===== config.mk =====
export PLATFORM = sky130hd
export DESIGN_NAME = bounded_fifo_overflow_policy_top
export DESIGN_NICKNAME = d
export VERILOG_FILES = /design/src/bfop_pkg.sv /design/src/bfop_ctrl.sv /design/src/bfop_dpath.sv /design/src/bounded_fifo_overflow_policy_top.sv
export SDC_FILE = /design/constraint.sdc
export NUM_CORES = 1
export LEC_CHECK = 0
export BUFFER_PORTS_ARGS = -buffer_cell sky130_fd_sc_hd__buf_4
export CAP_MARGIN = 0
export CORE_ASPECT_RATIO = 1.75
export CORE_MARGIN = 3
export CORE_UTILIZATION = 30
export CTS_BUF_LIST = sky130_fd_sc_hd__clkbuf_4
export DETAILED_ROUTE_END_ITERATION = 16
export GPL_TIMING_DRIVEN = 0
export PLACE_DENSITY = 0.54
export SLEW_MARGIN = 20
export SYNTH_ARGS = -nofsm -noshare
export SYNTH_HDL_FRONTEND = slang
export SYNTH_HIERARCHICAL = 1
export SYNTH_SLANG_ARGS = --single-unit

===== constraint.sdc =====
create_clock -name clock -period 7.2 [get_ports clock]
set_input_delay 0 -clock clock [delete_from_list [all_inputs] [get_ports clock]]
set_output_delay 0 -clock clock [all_outputs]
set_load 0.02 [all_outputs]

===== src/bfop_pkg.sv =====
// Types, constants and helper functions for the bounded FIFO with overflow policy
package bfop_pkg;

   localparam int DEPTH      = 16;
   localparam int DATA_WIDTH = 32;
   localparam int PTR_W      = (DEPTH > 1) ? $clog2(DEPTH) : 1;
   localparam int LVL_W      = $clog2(DEPTH + 1);
   localparam int SUM_W      = LVL_W + 1;
   localparam int CNT_W      = 32;
   localparam int CSR_IDX_W  = 2;
   localparam int CSR_DATA_W = 32;

   localparam logic [1:0] OP_PUT_DATA = 2'd0;
   localparam logic [1:0] OP_PUT_CTRL = 2'd1;
   localparam logic [1:0] OP_GET      = 2'd2;
   localparam logic [1:0] OP_CLOSE    = 2'd3;

   localparam logic [1:0] POL_BLOCK       = 2'd0;
   localparam logic [1:0] POL_LATEST      = 2'd1;
   localparam logic [1:0] POL_DROP_OLDEST = 2'd2;
   localparam logic [1:0] POL_DROP_NEWEST = 2'd3;

   localparam logic [2:0] ST_DONE         = 3'd0;
   localparam logic [2:0] ST_REFUSED      = 3'd1;
   localparam logic [2:0] ST_WAIT_FULL    = 3'd2;
   localparam logic [2:0] ST_WAIT_EMPTY   = 3'd3;
   localparam logic [2:0] ST_CLOSED_EMPTY = 3'd4;

   localparam logic [CSR_IDX_W-1:0] CSR_POLICY   = 2'd0;
   localparam logic [CSR_IDX_W-1:0] CSR_CAPACITY = 2'd1;

   localparam logic [4:0] CAP_RESET = 5'd16;

   typedef struct packed {
      logic [1:0]  opcode;
      logic [31:0] item_data;
   } req_type;

   typedef struct packed {
      logic [2:0]  status;
      logic [31:0] out_data;
      logic [4:0]  depth_now;
      logic [31:0] count_in;
      logic [31:0] count_out;
      logic [31:0] count_dropped;
      logic [4:0]  peak_depth;
      logic        is_closed;
   } rsp_type;

   typedef struct packed {
      logic load;
      logic exec;
   } cmd_type;

   function automatic logic [CNT_W-1:0] sat_add(input logic [CNT_W-1:0] cnt,
                                                input logic [LVL_W-1:0] n);
      logic [CNT_W:0] sum;
      sum = {1'b0, cnt} + (CNT_W+1)'(n);
      return sum[CNT_W] ? {CNT_W{1'b1}} : sum[CNT_W-1:0];
   endfunction

   function automatic logic [PTR_W-1:0] ptr_add(input logic [PTR_W-1:0] ptr,
                                                input logic [LVL_W-1:0] n);
      logic [SUM_W-1:0] sum;
      sum = SUM_W'(ptr) + SUM_W'(n);
      if (sum >= SUM_W'(DEPTH)) begin
         sum = sum - SUM_W'(DEPTH);
      end
      return sum[PTR_W-1:0];
   endfunction

endpackage


===== src/bfop_ctrl.sv =====
// Controller: sequences capture, execution and result handoff of one item
module bfop_ctrl (
   input  logic              clock,
   input  logic              reset,
   input  logic              req_valid,
   output logic              req_stall,
   output logic              rsp_valid,
   input  logic              rsp_stall,
   output bfop_pkg::cmd_type cmd
);
   import bfop_pkg::*;

   typedef enum logic [2:0] {
      S_IDLE = 3'b001,
      S_EXEC = 3'b010,
      S_OUT  = 3'b100
   } state_type;

   state_type state_ff;
   state_type state_in;

   always_comb begin
      state_in = state_ff;
      case (state_ff)
         S_IDLE: begin
            if (req_valid) begin
               state_in = S_EXEC;
            end
         end
         S_EXEC: begin
            state_in = S_OUT;
         end
         S_OUT: begin
            if (!rsp_stall) begin
               state_in = S_IDLE;
            end
         end
         default: begin
            state_in = S_IDLE;
         end
      endcase
   end

   always_ff @(posedge clock) begin
      if (reset) begin
         state_ff <= S_IDLE;
      end else begin
         state_ff <= state_in;
      end
   end

   assign req_stall = (state_ff != S_IDLE);
   assign rsp_valid = (state_ff == S_OUT);
   assign cmd.load  = req_valid && (state_ff == S_IDLE);
   assign cmd.exec  = (state_ff == S_EXEC);

endmodule


===== src/bfop_dpath.sv =====
// Datapath: slot memory, pointers, level, counters, config and result register
module bfop_dpath (
   input  logic                                clock,
   input  logic                                reset,
   input  bfop_pkg::cmd_type                   cmd,
   input  bfop_pkg::req_type                   req_data,
   output bfop_pkg::rsp_type                   rsp_data,
   input  logic                                csr_we,
   input  logic [bfop_pkg::CSR_IDX_W-1:0]      csr_index,
   input  logic [bfop_pkg::CSR_DATA_W-1:0]     csr_wdata
);
   import bfop_pkg::*;

   logic [DATA_WIDTH-1:0] slot_mem_ff [DEPTH];
   logic [DATA_WIDTH-1:0] rd_data_ff;

   logic [1:0]       policy_ff;
   logic [4:0]       capacity_ff;
   logic [1:0]       op_ff;
   logic [31:0]      word_ff;
   logic [PTR_W-1:0] rd_ptr_ff, rd_ptr_in;
   logic [PTR_W-1:0] wr_ptr_ff, wr_ptr_in;
   logic [LVL_W-1:0] fill_ff, fill_in;
   logic [LVL_W-1:0] peak_ff, peak_in;
   logic             closed_ff, closed_in;
   logic [CNT_W-1:0] cnt_in_ff, cnt_in_in;
   logic [CNT_W-1:0] cnt_out_ff, cnt_out_in;
   logic [CNT_W-1:0] cnt_drop_ff, cnt_drop_in;
   rsp_type          rsp_ff, rsp_in;

   logic [LVL_W-1:0]      cap_eff;
   logic                  full;
   logic                  do_enq;
   logic [LVL_W-1:0]      evict_n;
   logic                  wr_en;
   logic [2:0]            status;
   logic [DATA_WIDTH-1:0] data_out;

   always_comb begin
      if (capacity_ff == 5'd0) begin
         cap_eff = LVL_W'(1);
      end else if (int'(capacity_ff) > DEPTH) begin
         cap_eff = LVL_W'(DEPTH);
      end else begin
         cap_eff = LVL_W'(capacity_ff);
      end
   end

   assign full = (fill_ff >= cap_eff);

   always_comb begin
      rd_ptr_in   = rd_ptr_ff;
      wr_ptr_in   = wr_ptr_ff;
      fill_in     = fill_ff;
      peak_in     = peak_ff;
      closed_in   = closed_ff;
      cnt_in_in   = cnt_in_ff;
      cnt_out_in  = cnt_out_ff;
      cnt_drop_in = cnt_drop_ff;
      status      = ST_DONE;
      data_out    = '0;
      do_enq      = 1'b0;
      evict_n     = '0;
      wr_en       = 1'b0;
      case (op_ff)
         OP_PUT_DATA: begin
            if (full && (policy_ff == POL_BLOCK)) begin
               status = closed_ff ? ST_REFUSED : ST_WAIT_FULL;
            end else if (full && (policy_ff == POL_DROP_NEWEST)) begin
               cnt_drop_in = sat_add(cnt_drop_ff, LVL_W'(1));
               status      = ST_REFUSED;
            end else begin
               if (full) begin
                  evict_n = (policy_ff == POL_LATEST) ? fill_ff
                                                      : fill_ff - cap_eff + LVL_W'(1);
               end
               rd_ptr_in   = ptr_add(rd_ptr_ff, evict_n);
               fill_in     = fill_ff - evict_n;
               cnt_drop_in = sat_add(cnt_drop_ff, evict_n);
               if (closed_ff) begin
                  status = ST_REFUSED;
               end else begin
                  do_enq = 1'b1;
               end
            end
         end
         OP_PUT_CTRL: begin
            if (closed_ff) begin
               status = ST_REFUSED;
            end else if (full) begin
               status = ST_WAIT_FULL;
            end else begin
               do_enq = 1'b1;
            end
         end
         OP_GET: begin
            if (fill_ff != '0) begin
               data_out   = rd_data_ff;
               rd_ptr_in  = ptr_add(rd_ptr_ff, LVL_W'(1));
               fill_in    = fill_ff - LVL_W'(1);
               cnt_out_in = sat_add(cnt_out_ff, LVL_W'(1));
            end else begin
               status = closed_ff ? ST_CLOSED_EMPTY : ST_WAIT_EMPTY;
            end
         end
         OP_CLOSE: begin
            closed_in = 1'b1;
         end
         default: begin
            status = ST_DONE;
         end
      endcase
      if (do_enq) begin
         wr_en     = cmd.exec;
         wr_ptr_in = ptr_add(wr_ptr_ff, LVL_W'(1));
         fill_in   = fill_in + LVL_W'(1);
         cnt_in_in = sat_add(cnt_in_ff, LVL_W'(1));
         if (fill_in > peak_ff) begin
            peak_in = fill_in;
         end
      end
      rsp_in.status        = status;
      rsp_in.out_data      = 32'(data_out);
      rsp_in.depth_now     = 5'(fill_in);
      rsp_in.count_in      = cnt_in_in;
      rsp_in.count_out     = cnt_out_in;
      rsp_in.count_dropped = cnt_drop_in;
      rsp_in.peak_depth    = 5'(peak_in);
      rsp_in.is_closed     = closed_in;
   end

   always_ff @(posedge clock) begin
      if (wr_en) begin
         slot_mem_ff[wr_ptr_ff] <= DATA_WIDTH'(word_ff);
      end
      rd_data_ff <= slot_mem_ff[rd_ptr_ff];
   end

   always_ff @(posedge clock) begin
      if (cmd.load) begin
         op_ff   <= req_data.opcode;
         word_ff <= req_data.item_data;
      end
      if (cmd.exec) begin
         rsp_ff <= rsp_in;
      end
   end

   always_ff @(posedge clock) begin
      if (reset) begin
         policy_ff   <= POL_BLOCK;
         capacity_ff <= CAP_RESET;
         rd_ptr_ff   <= '0;
         wr_ptr_ff   <= '0;
         fill_ff     <= '0;
         peak_ff     <= '0;
         closed_ff   <= 1'b0;
         cnt_in_ff   <= '0;
         cnt_out_ff  <= '0;
         cnt_drop_ff <= '0;
      end else begin
         if (csr_we && (csr_index == CSR_POLICY)) begin
            policy_ff <= csr_wdata[1:0];
         end
         if (csr_we && (csr_index == CSR_CAPACITY)) begin
            capacity_ff <= csr_wdata[4:0];
         end
         if (cmd.exec) begin
            rd_ptr_ff   <= rd_ptr_in;
            wr_ptr_ff   <= wr_ptr_in;
            fill_ff     <= fill_in;
            peak_ff     <= peak_in;
            closed_ff   <= closed_in;
            cnt_in_ff   <= cnt_in_in;
            cnt_out_ff  <= cnt_out_in;
            cnt_drop_ff <= cnt_drop_in;
         end
      end
   end

   assign rsp_data = rsp_ff;

endmodule


===== src/bounded_fifo_overflow_policy_top.sv =====
// Top level of the bounded FIFO with a configurable full-queue policy
//
// Request channel (req_): valid/stall, payload req_data with opcode
// (put data, put control, get, close) and item_data. Response channel
// (rsp_): valid/stall, one response item per request, carrying status,
// dequeued word, depth, saturating counters, peak depth and closed flag.
// Register port (csr_): index/write data with valid/ready; ready is
// always high. Index 0 is the overflow policy, index 1 the capacity.
//
// Timing: a request is taken in the idle state, executed in the next cycle
// in the execute state, and the response is presented in the output state.
// One request is in flight at a time; the three-state controller returns
// to idle only when the response is taken. req_stall stays high from
// acceptance until the response is taken.
// A stalled response holds its payload; no new request is taken until
// rsp_stall drops. Reset empties the queue, clears pointers, counters,
// peak and closed flag, and loads policy block and capacity 16.
module bounded_fifo_overflow_policy_top (
   input  logic                            clock,
   input  logic                            reset,
   input  logic                            req_valid,
   output logic                            req_stall,
   input  bfop_pkg::req_type               req_data,
   output logic                            rsp_valid,
   input  logic                            rsp_stall,
   output bfop_pkg::rsp_type               rsp_data,
   input  logic                            csr_valid,
   output logic                            csr_ready,
   input  logic [bfop_pkg::CSR_IDX_W-1:0]  csr_index,
   input  logic [bfop_pkg::CSR_DATA_W-1:0] csr_wdata
);
   import bfop_pkg::*;

   cmd_type cmd;

   assign csr_ready = 1'b1;

   bfop_ctrl u_ctrl (
      .clock     (clock),
      .reset     (reset),
      .req_valid (req_valid),
      .req_stall (req_stall),
      .rsp_valid (rsp_valid),
      .rsp_stall (rsp_stall),
      .cmd       (cmd)
   );

   bfop_dpath u_dpath (
      .clock     (clock),
      .reset     (reset),
      .cmd       (cmd),
      .req_data  (req_data),
      .rsp_data  (rsp_data),
      .csr_we    (csr_valid && csr_ready),
      .csr_index (csr_index),
      .csr_wdata (csr_wdata)
   );

endmodule


; After elaboration in Yosys (flattened, before gate mapping)
; Memory sizes are Yosys's and may differ from the RTL's. A register that Yosys moved wholly into a read port is not among the register bits.
; Index checks and enable logic that the tools add are counted.
[word_totals]
register_bits = 301
mem_bits_rw = 512
in_bits = 73
mem_count = 1
[memory_table]
columns = memory, words, word_bits, read_ports, rd_ports_with_merged_regs, wr, line
row1 = u_dpath.slot_mem_ff, 16, 32, 1, 1, 1, bfop_dpath.sv:14  ; logic [DATA_WIDTH-1:0] slot_mem_ff [DEPTH];
[op_classes]
addsub = 15
magnitude_cmp = 6
n_eq_ne = 15
muxes = 53
reduce_logical = 15
[op_table]
columns = operator, n
row1 = 2-to-1 mux 32 bit, 10
row2 = adder 32 x 1 -> 33 bit (second input constant), 3
row3 = 2-to-1 mux 5 bit, 13
row4 = adder 32 x 5 -> 33 bit, 1
row5 = 2-to-1 mux 4 bit, 6
row6 = 2-to-1 mux 3 bit, 7
row7 = one-hot mux 3 bit (3 select lines), 2
row8 = subtractor 4 x 1 -> 4 bit (second input constant), 3
row9 = adder 4 x 1 -> 5 bit (second input constant), 2
row10 = adder 5 x 1 -> 5 bit (second input constant), 2
row11 = >= comparator 5 bit (second input constant), 2
row12 = 2-to-1 mux 1 bit, 10
row13 = one-hot mux 5 bit (2 select lines), 1
row14 = subtractor 5 bit, 2
row15 = != test 2 bit (second input constant), 4
row16 = one-hot mux 4 bit (2 select lines), 1
row17 = adder 4 x 5 -> 6 bit, 1
row18 = equality test 2 x 1 -> 1 bit (second input constant), 3
row19 = equality test 2 bit (second input constant), 3
row20 = >= comparator 6 x 5 -> 1 bit (second input constant), 1
row21 = zero test 2 bit, 3
row22 = AND reduction 2 bit, 3
row23 = >= comparator 5 bit, 1
row24 = > comparator 5 bit, 1
row25 = other kinds (14), 19

; Depth between registers and ports, before layout
[logic_depth]
depth_word = 18
mapped_depth = 26

; Cells and area by module
; The synthesis kept the hierarchy.
[modules_own_cells]
columns = mod, instances, cells_per_inst, area_per_inst_um2, seq_area_each_um2
row1 = bfop_dpath, 1, 2255, 34903.5, 23742.8
row2 = bfop_ctrl, 1, 15, 153.9, 60.1
row3 = bounded_fifo_overflow_policy_top, 1, 2, 11.3, 0.0

; Worst setup path after synthesis
; Ideal clock, no wire load.
[synth_timing]
kind = register to register
from = register u_ctrl.state_ff[1]
to = memory u_dpath.slot_mem_ff[0][0] (enable)
setup_ns = 0.461
arrival_time_ns = 6.810
t_required_ns = 6.739
setup_slack_ns = -0.071
stages_incl_launch_ff = 9
n_path_buf = 2
synth_period_minus_slack_ns = 7.271
cell_sequence = dfxtp_1 -> or3b_1 -> inv_1 -> clkbuf_1 -> inv_1 -> nor2_1 -> clkbuf_1 -> nand2_1 -> nor3_1
[synth_rtl]
columns = item, line
row1 = from (decl), bfop_ctrl.sv:19  ; state_type state_ff;
row2 = from (signal assigned), bfop_ctrl.sv:48  ; state_ff <= state_in;
row3 = to (decl), bfop_dpath.sv:14

; Worst setup path in the final report
[layout_timing]
from = register u_dpath.fill_ff[3]
to = register u_dpath.peak_ff[4]
[layout_between]
elab_chain_len = 15
elab_cells_between_ends = 26
cone_classes = add/sub: 5 / order compare: 2 / mux: 16 / reduce/logical: 3
[layout_rtl]
columns = item, line
row1 = from (decl), bfop_dpath.sv:23  ; logic [LVL_W-1:0] fill_ff, fill_in;
row2 = from (signal assigned), bfop_dpath.sv:171  ; fill_ff <= fill_in;
row3 = subtractor 5 bit, bfop_dpath.sv:75  ; : fill_ff - cap_eff + LVL_W'(1);
row4 = adder 5 x 1 -> 5 bit, bfop_dpath.sv:75
row5 = 2-to-1 mux 5 bit, bfop_dpath.sv:74  ; evict_n = (policy_ff == POL_LATEST) ? fill_ff
row6 = 2-to-1 mux 5 bit, bfop_dpath.sv:73  ; if (full) begin
row7 = 2-to-1 mux 5 bit, bfop_dpath.sv:69  ; end else if (full && (policy_ff == POL_DROP_NEWEST)) begin
row8 = 2-to-1 mux 5 bit, bfop_dpath.sv:67  ; if (full && (policy_ff == POL_BLOCK)) begin
row9 = 2-to-1 mux 5 bit, bfop_dpath.sv:65  ; case (op_ff)
row10 = subtractor 5 bit, bfop_dpath.sv:78  ; fill_in = fill_ff - evict_n;
row11 = 2-to-1 mux 5 bit, bfop_dpath.sv:69
row12 = 2-to-1 mux 5 bit, bfop_dpath.sv:67
row13 = one-hot mux 5 bit (2 select lines), bfop_dpath.sv:65
row14 = adder 5 x 1 -> 5 bit, bfop_dpath.sv:116  ; fill_in = fill_in + LVL_W'(1);
row15 = > comparator 5 bit, bfop_dpath.sv:118  ; if (fill_in > peak_ff) begin
row16 = 2-to-1 mux 5 bit, bfop_dpath.sv:118
row17 = 2-to-1 mux 5 bit *, bfop_dpath.sv:113  ; if (do_enq) begin
row18 = to (signal assigned), bfop_dpath.sv:172  ; peak_ff <= peak_in;
row19 = to (decl), bfop_dpath.sv:24  ; logic [LVL_W-1:0] peak_ff, peak_in;
; Mark *: on every way between the ends. The rest lies on a longest branch, timed or not. The select of a mux whose other input is x is not followed.
; A chain may end at the register's enable or synchronous reset.

==> run summary <==
Counting I/O delays and the setup requirement, the final critical path takes 6.008 ns. STA puts the critical path data arrival time at 7.04 ns. The tools report the overall fraction of global-route tracks in use as 0.1686.

The startpoint identified for the worst register-to-register timing path is u_dpath/fill_ff[3]$_SDFFE_PP0P_. The layout-stage area growth over the synthesis result is 23.69%. After clock tree synthesis, the flow added hold-fix buffers numbering 128. The number of cells on the critical path is 22. The switching share of power was 0.2273; the clock input transition at the sequential cells of the worst setup and hold paths was 0.07 ns. The clock arrives with 0.05929 ns of skew.

The tools report the start point of the critical path as u_dpath/fill_ff[3]$_SDFFE_PP0P_. Of all nets on the critical path, the largest fanout is 10. The die covers 121200 um2. 218 I/O pins were placed.

Setup slack on the critical path of the routed design comes to 1.192 ns. The die boundary height came out at 458.3 um. The type of the worst setup path was flop to flop.

The count of warnings emitted by yosys was 6. Wire segments on met3 add up to 5392 um in the final route. The number of antenna violations at the first check in global routing was 5.

For the internal cell power, the log shows 7.502 mW. The share of layout cells above drive strength 1 was 0.2825; the total vias in the final route was 22.56k. The routed wirelength normalized by instance count came out at 22.71 um. The total DRC errors in the routed layout came out at 0.

Setup repair after global routing left no endpoint under its margin. The number of storage elements in the synthesis netlist was 845. Across the VDD grid, the largest voltage drop is 144.3 uV. The power per cell area is 223.8 nW/um2, and the synthesized area per cell is 15.44 um2. The first global-routing pass estimated 150000 um of wire.

The net switching power of the design came out at 2.207 mW. The run gives 0 as the number of slew-limit violations in the final report. The die is 264.5 um wide. The fraction of registers with async set or reset after synthesis was 0. The placeable core region was 115800 um2.

Clock tree synthesis selected as its root buffer the cell clkbuf_4. The average via count per standard cell was 4.997. Detailed placement finished with a half-perimeter wire length of 71080 um.

The tools report the maximum clock insertion buffer count as 3. The run finished with clean final reports. The logic gate share of total power came out at 0.034.

Clock tree synthesis inserted a total of 195 buffers. Setup violations remaining at the end of the flow were counted as 0. The tools report the setup slack at placement as 1.161 ns.

Before antenna repair, the detailed router went through 7 iterations. For the total routed wire length on the met1 layer, the log shows 37340 um. The congestion estimate from routability-driven global placement came to 0.9170. Remaining antenna violation count after routing: 0. The sum of routed wire length over all layers was 102600 um; the post-layout total power was 9.709 mW. After the flow finishes, the layout carries non-filler instances totaling 4515. Top cell family by delay on the critical path: simple AND/OR/NAND/NOR gates.

The buffering stage count on the worst path with inverters included was 1. The hold path startpoint is req_data[3]. At the later pin of the worst-skew pair, clock insertion delay measures 1.09 ns. Entering global routing, the biggest net connects 39 pins. The core occupancy in the finished layout is 0.3745. The worst hold path belongs to the class primary input to flop. Post-CTS repair changed the size of 0 cells.

The tools report the total count of hold-check failures in the final report as 0. Among all stages on the critical path, the largest delay is contributed by dfxtp_1. Summed over all layers, the global routing overflow is 0. After detailed placement, the design holds a cell count of 4014. Synthesis produced 2272 cells.

The tools report the count of buffers added by post-CTS timing repair for setup as 0. Proportion of synthesized chip area in sequential cells: 0.6787. The cell area that synthesis handed to floorplanning was 35070 um2. Relative contribution of the clock network to total power: 0.412. In the layout the commonest cells are 688 x edfxtp_1, 295 x clkbuf_4, 200 x buf_4, 182 x nand2_1, 160 x mux4_2. Detailed-routed wire length on met2: 54800 um.

Static timing analysis puts the maximum clock frequency at 166.4 MHz. The tools report the kind of start point of the critical path as a flop. Number of nets produced by synthesis: 2386. For this run, the post-layout net count is 2950.

The delay of the slowest critical-path stage was 0.46 ns; the data required time at the worst endpoint was 8.23 ns. STA classifies the critical path endpoint as a flop. Number of enable flip-flop cells after synthesis: 688. The final worst-path cycle share works out to 0.8345. In this run the core area contains 165 standard-cell rows.

For the worst hold slack, the log shows 0.2150 ns. For the pin with the worst max-slew slack, the measured transition is 1.084 ns. Effective utilization at floorplan: 0.3028.

The number of different library cells used by synthesis comes to 103. The tightest slew margin relative to the limit was 0.2775. TritonCTS built the clock tree.

Number of global-route vias before repair: 23.73k. Traced cell by cell, the critical path runs through ha_1, fa_1, nor3_1, o21ai_2, nand2_1, nor2_1, ha_1, fa_1, nand3b_1, nand2_1, nand3_1, o211ai_1, a21oi_1, o211ai_1, xor2_1, ha_1, a21boi_0, o211ai_4, or2_2, clkbuf_1, or4_1, nand4_1. Following the worst setup path forward leads to its endpoint at u_dpath/peak_ff[4]$_SDFFE_PP0P_.

The first routing iteration left 1606 violations. The number of maximum-capacitance constraint violations was 0. The worst register-to-register path ends at u_dpath/peak_ff[4]$_SDFFE_PP0P_. The cell repeated most along the worst path is ha_1. The sequential share of power was 0.554. The setup check on the worst reg-to-reg path leaves a slack of 1.19 ns. The most used flip-flop cell after synthesis is edfxtp_1. The count of buffers added on input and output ports is 189. The clock net in this run drives a total of 845 sinks. In this run the static leakage power is 14.88 nW. The number of H-tree levels was 4. The worst reg2reg path depth was 22. The library cell used most frequently in the layout, excluding fill and tap cells, is edfxtp_1. Signal routing reaches up to met4.
state kept, by name, indices dropped and copies added (netlist names):
| name | cells |
|---|---|
| u_dpath/capacity_ff | 5 |
| u_dpath/cnt_in_ff | 32 |
| u_ctrl/state_ff | 3 |
| u_dpath/fill_ff | 5 |
| u_dpath/rd_ptr_ff | 4 |
| u_dpath/cnt_out_ff | 32 |
| u_dpath/peak_ff | 5 |
| u_dpath/slot_mem_ff | 512 |
| u_dpath/wr_ptr_ff | 4 |
| u_dpath/rsp_data | 142 |
| u_dpath/op_ff | 2 |
| u_dpath/cnt_drop_ff | 32 |
| u_dpath/word_ff | 32 |
| u_dpath/policy_ff | 2 |
| u_dpath/closed_ff | 1 |
| u_dpath/rd_data_ff | 32 |
layout make-up:
class                   instances  area [um2]
diodes                          7       17.52
plain buffers                 119       515.5
clock buffers                 295        2215
clock inverters                71       466.7
fillers                     10970       72440
inverters                      39       152.6
multi-input cells            1269       10730
flip-flops and latches        845       23800
well taps                    1503        1881
repair buffers                367        3596
synthesized netlist by cell type, drive strengths merged (7+ instances only):
cell,count,area share
o31ai,10,0.0027
buf,49,0.0067
a311oi,27,0.0069
or2,12,0.0021
a21oi,96,0.014
inv,39,0.0042
and3,60,0.011
o21ai,58,0.0085
or3,15,0.0027
mux4,160,0.10
ha,37,0.013
nand4,31,0.0063
nor2b,13,0.0023
nand2,182,0.019
nor4,11,0.0036
dfxtp,157,0.090
nor2,165,0.018
xnor2,38,0.0099
nor3,53,0.0088
edfxtp,688,0.59
a21o,7,0.0015
nand2b,12,0.0021
nand3,57,0.0081
o21a,13,0.0028
xor2,30,0.0075
a211oi,24,0.0053
mux2,10,0.0032
mux2i,27,0.0077
a31oi,10,0.0018
and4,9,0.0023
clkbuf,70,0.0075
cell families (layout without fill, tap and decap cells):
group / after synthesis / count (layout) / share of synthesized area
AO/OA/AOI/OAI: 315 / 315 / 0.06237
multiplexers: 197 / 197 / 0.1137
buffers and inverters: 158 / 891 / 0.01837
XOR/XNOR: 68 / 68 / 0.01741
AND/OR/NAND/NOR: 647 / 647 / 0.09384
flip-flops: 845 / 845 / 0.6787
adder cells (fa/ha/maj): 41 / 41 / 0.01548
other: 1 / 8 / 0.0001069
routing by layer:
metal	track usage	vias up
met5	0	-
met4	0.08998	0
met3	0.03539	257
met2	0.3127	855
met1	0.1777	11290
li1	-	10160
power groups by stage:
stage / combinational, mW / clock, mW / sequential (mW)
after floorplan: 0.131 / 0 / 5.48
after global placement: 0.275 / 0 / 5.48
after detailed placement: 0.286 / 0 / 5.49
after CTS: 0.340 / 4.19 / 5.38
after global routing: 0.358 / 4.43 / 5.38
final: 0.334 / 4.00 / 5.38
worst min path at each step:
stage	end	slack [ns]	cells past startpoint
6_report	u_dpath/word_ff[3]$_DFFE_PP_	0.22	3
5_1_grt	u_dpath/word_ff[0]$_DFFE_PP_	0.04	3
4_1_cts	u_dpath/word_ff[27]$_DFFE_PP_	0.003	3
3_5_place_dp	u_dpath/word_ff[9]$_DFFE_PP_	0.18	1
3_3_place_gp	u_dpath/word_ff[13]$_DFFE_PP_	0.18	1
2_1_floorplan	u_ctrl/state_ff[1]$_SDFFE_PP0P_	0.07	1
worst reg2reg max path: stages (launching register included):
cell      delay, ns
dfxtp_1        0.46
ha_1           0.29
fa_1           0.39
nor3_1         0.31
o21ai_2        0.23
nand2_1        0.28
nor2_1         0.17
ha_1           0.24
fa_1           0.40
nand3b_1       0.21
nand2_1        0.12
nand3_1        0.10
o211ai_1       0.25
a21oi_1        0.09
o211ai_1       0.41
xor2_1         0.17
ha_1           0.32
a21boi_0       0.33
o211ai_4       0.17
or2_2          0.30
clkbuf_1       0.18
or4_1          0.44
nand4_1        0.10
through the flow:
| stage | cell area [um2] | setup TNS, ns |
|---|---|---|
| after detailed placement | 39390 | 0 |
| final | 43380 | 0 |
| after global placement | 38370 | -1207.89 |
| after floorplan | 35070 | 0 |
| after CTS | 43350 | 0 |
| after global routing | 43370 | 0 |
No activity file was read; power rests on OpenSTA's default activity.
